[config.mk]
export PLATFORM = sky130hd
export DESIGN_NAME = bmg_sqrt
export DESIGN_NICKNAME = d
export VERILOG_FILES = /design/src/rtl/bmg_sqrt.sv
export SDC_FILE = /design/constraint.sdc
export NUM_CORES = 2
export LEC_CHECK = 0
export BUFFER_PORTS_ARGS = -buffer_cell sky130_fd_sc_hd__buf_2
export CELL_PAD_IN_SITES_DETAIL_PLACEMENT = 0
export CELL_PAD_IN_SITES_GLOBAL_PLACEMENT = 1
export CORE_ASPECT_RATIO = 0.6
export CORE_MARGIN = 2
export CORE_UTILIZATION = 40
export DETAILED_ROUTE_END_ITERATION = 6
export PLACE_DENSITY_LB_ADDON = 0.1
export SLEW_MARGIN = 10
export SYNTH_ARGS = -nofsm -noshare
export SYNTH_HDL_FRONTEND = slang
export SYNTH_SLANG_ARGS = --single-unit
[constraint.sdc]
create_clock -name i_clk -period 10.45 [get_ports i_clk]
set_clock_uncertainty 0.1 [all_clocks]
set_input_delay 0 -clock i_clk [delete_from_list [all_inputs] [get_ports i_clk]]
set_output_delay 0 -clock i_clk [all_outputs]
set_load 0.005 [all_outputs]
[src/rtl/bmg_sqrt.sv]
// Floor square root of (rsq << 18), one result bit per stage
module bmg_sqrt #(
    parameter int RSQ_W = 37
) (
    input  logic                                            i_clk,
    input  logic                                            i_rst_n,
    input  logic                                            i_en,
    input  logic                                            i_vld,
    input  logic [RSQ_W-1:0]                                i_rsq,
    output logic                                            o_vld,
    output logic [(RSQ_W + 18 + ((RSQ_W + 18) % 2))/2-1:0]  o_root
);
    localparam int SV = RSQ_W + 18;
    localparam int SW = SV + (SV % 2);
    localparam int NI = SW / 2;

    logic [SW-1:0] r_v   [0:NI];
    logic [SW-1:0] r_r   [0:NI];
    logic          r_vld [0:NI];

    always_ff @(posedge i_clk) begin
        if (!i_rst_n) begin
            r_vld[0] <= 1'b0;
        end else if (i_en) begin
            r_vld[0] <= i_vld;
        end
        if (i_en) begin
            r_v[0] <= SW'(i_rsq) << 18;
            r_r[0] <= '0;
        end
    end

    for (genvar i = 1; i <= NI; i++) begin : g_bit
        localparam logic [SW-1:0] BIT = SW'(1) << (SW - 2 * i);
        logic [SW-1:0] w_rb;
        logic          w_ge;
        assign w_rb = r_r[i-1] + BIT;
        assign w_ge = (r_v[i-1] >= w_rb);
        always_ff @(posedge i_clk) begin
            if (!i_rst_n) begin
                r_vld[i] <= 1'b0;
            end else if (i_en) begin
                r_vld[i] <= r_vld[i-1];
            end
            if (i_en) begin
                r_v[i] <= w_ge ? (r_v[i-1] - w_rb) : r_v[i-1];
                r_r[i] <= w_ge ? ((r_r[i-1] >> 1) + BIT) : (r_r[i-1] >> 1);
            end
        end
    end

    assign o_vld  = r_vld[NI];
    assign o_root = r_r[NI][NI-1:0];

endmodule

==> summary.txt <==
Die
  • IO Count: 70
  • Std-Cell Rows: approximately 130
  • Core area: 0.1967 mm^2
  • Die area: 0.2017 mm^2
  • Initial Util: 40.25%
  • Die height: 348.7 um
  • Die W: a little under 600 um

Clock tree
  • Worst-path clk slew: 0.06 ns
  • CTS tree: done
  • Worst-Skew Late Latency: roughly 0.83 ns
  • H-tree depth: 4
  • CTS resizes: 0
  • Clock Path Buffers: 4
  • CTS Root Cell: clkbuf_16
  • Hold buffers post-CTS: 80
  • Post CTS Setup Buffer Count: 0
  • CTS Buf Count: 167
  • CTS sink count: 1562

Timing
  • Unrepaired setup endpoints after global routing: false
  • Final hold violation count: 0
  • Slew headroom: 15.61%
  • Setup TNS: 0 ns
  • # setup viols final: 0
  • Slew Viols, Final: 0
  • Highest Clock Rate: 204.8 MHz
  • Fin crit period: 4.882 ns
  • Final period utilization: 46.72%
  • Minimum hold slack: approximately 0.23 ns
  • Worst slew pin tran: 1.254 ns
  • Worst Slack Setup Final: 5.568 ns

Route
  • Drt total wl: approximately 210 mm
  • DRC viols: 0
  • Drt first pass iters: 5
  • Vias/cell: 5.444
  • Detailed Route Iter0 Violations: 5322
  • Number of nets with antenna violations after routing: 0
  • Vias: 51876
  • Wire per inst: between 20 and 25 um

Final layout
  • Commonest non-fill, non-tap cell in the layout: edfxtp_1
  • Multi-input gate area: 0.02975 mm^2
  • Final Net Count: approximately 7200
  • # fillers: 17964
  • Post-layout util: 45.14%
  • Register Area: 0.04690 mm^2
  • Area Growth Syn to Fin: 12.15%
  • Most frequent cells in the layout: 1561 x edfxtp_1, 512 x inv_1, 453 x nand2_1
  • Layout cell share with drive strength beyond 1: 6.997%

Synth
  • Post-synthesis xor/xnor area fraction: 6.957%
  • Synth Cell Area: around 0.08 mm^2
  • Synth Area per Inst: 12.06 um^2
  • Synth Area in Compound Gates: 10.54%
  • Top cell type by total area after synthesis: edfxtp_1
  • Number of enable flip-flop cells after synthesis: 1561
  • Post-Synth Adder-Cell Area: 6.728%
  • Largest family of logic cells by synthesized area: simple AND/OR/NAND/NOR gates
  • Ys Warns: 0
  • Yosys top cell area share: approximately 60%
  • Top FF cell, synth: edfxtp_1
  • Synth Area in Simple Gates: 12.45%
  • FFs w/ async S/R, synth: 0%
  • Area contributors post-synth: edfxtp_1 59%, ha_1 6.5%, xnor2_1 3.5%
  • Synthesis-stage register bit count: 1562
  • Count of cell types in the netlist: 111
  • Post-Synthesis Cells: about 6600
  • Mux cell area share after synthesis: less than 1%
  • Seq/Total Area, Yosys: between 50% and 60%

Job
  • Max-capacitance violation count: 0

Min path
  • Worst Hold End: r_vld[3][1]
  • Worst hold path cell count: 3
  • Hold_sp: i_rst_n
  • Min-Delay Path Class: primary input to flop

Power and ir drop
  • Leakage power: 33.80 nW
  • Pwr Total: 0.01904 W
  • Peak VDD IR: between 0.1 and 0.15 mV
  • Power Dens Cells: approximately 210 mW/mm^2

Worst setup path
  • CP Max Fanout: 40
  • Setup slack, reg-to-reg: about 5.6 ns
  • WP data arrival: 5.35 ns
  • CP required: 10.92 ns
  • Crit-path slowest cell: o31a_1
  • CP startpoint: r_v[19][18]
  • Crit Path Class: flop to flop
  • CP endpoint kind: flop
  • R2r endpoint: r_v[20][45]
  • Slowest Stage Delay on Critical Path: a little under 0.6 ns
  • Crit-path cells: ha_1 -> fa_1 -> a211oi_1 -> o21ai_0 -> a21oi_1 -> o21ai_1 -> a21boi_0 -> o31a_1 -> inv_1 -> buf_4 -> o2111ai_1 -> nor4_1 -> xor2_1
  • Register-to-Register Path Depth: 13
  • Worst R2R Start: r_v[19][18]
  • Critical path launch point type: flop

Placed design
  • HPWL after DPL: 152.8 mm
  • Pre-CTS setup slack: 5.696 ns
  • Placer Congestion: 0.8725
  • Port Buffers: slightly below 70

Global route
  • Total GRT Usage: 20.36%
  • Largest net degree at the start of global routing: 196
  • Gr ovfl total: 0
  • Vias in the first global route: 47770
  • First-pass GRT wire length: 311.1 mm
  • Antenna violations before repair: 10

Outcome
  • Run status: complete, no violations
-- area by class of cell --
| type | instances | area share (%) |
|---|---|---|
| Antenna cell | 2 | 0.005635 |
| Clock buffer | 197 | 4.904 |
| Clock inverter | 93 | 1.200 |
| Inverter | 517 | 2.185 |
| Multi-Input combinational cell | 4348 | 33.50 |
| Sequential cell | 1562 | 52.80 |
| Tap cell | 2624 | 3.697 |
| Timing Repair Buffer | 186 | 1.705 |
-- routing by layer --
layer	vias up	share of wire [%]	global-route usage [%]
met5	-	0	0
met4	0	1.6	3.709
met3	213	9.2	5.260
met2	1680	31	21.43
met1	25185	58	37.52
li1	24798	-	-
-- power breakdown --
part           switching (W)  internal (W)
Sequential          0.000745       0.00801
Clock                0.00254       0.00352
Combinational        0.00255       0.00166
Total                0.00584        0.0132
-- cell families after synthesis --
| logic type | Yosys count |
|---|---|
| xor gates and xnor gates | 629 |
| DFF | 1562 |
| buffers and inverters | 659 |
| and+or+nand+nor | 1907 |
| other | 1 |
| adders and majority gates | 421 |
| AOI/OAI and AO/OA | 1328 |
| muxes | 61 |
-- cell usage after synthesis, types with 115 or more instances --
| library cell | instances |
|---|---|
| nor4_1 | 133 |
| nor3_1 | 191 |
| a21oi_1 | 419 |
| nand2_1 | 453 |
| a21o_1 | 174 |
| xnor2_1 | 320 |
| inv_1 | 512 |
| o21ai_0 | 310 |
| xor2_1 | 309 |
| edfxtp_1 | 1561 |
| ha_1 | 413 |
| nor2_1 | 438 |
| nand3_1 | 115 |
-- worst max-delay path: cells and delay by family (launching register included) --
kind / cells / cell delay, ns
flops: 1 / 0.39
compound gates: 7 / 2.80
simple gates: 1 / 0.12
fa+ha+maj: 2 / 0.70
buf+inv: 2 / 0.37
xor+xnor: 1 / 0.16
-- stage by stage --
step	cells	cell area [um^2]
floorplan	6569	79190
global placement	9157	82580
detailed placement	9157	82580
CTS	9527	88810
global route	9528	88810
finish	9529	88810
-- sequential cells by signal, indices dropped and copies added, names as in the netlist --
signal  count
r_v      1127
r_vld      29
r_r       406
-- how the worst max path moves through the flow --
stage | end | slack, ns | cells past startpoint
5_1_grt | r_v[27][53] | 5.37 | 16
6_report | r_v[20][45] | 5.57 | 13
2_1_floorplan | r_v[26][46] | 6.87 | 11
3_5_place_dp | r_v[20][45] | 5.70 | 13
3_3_place_gp | r_v[20][45] | 5.78 | 14
4_1_cts | r_v[20][53] | 5.71 | 13
(Power assumes the default switching activity.)
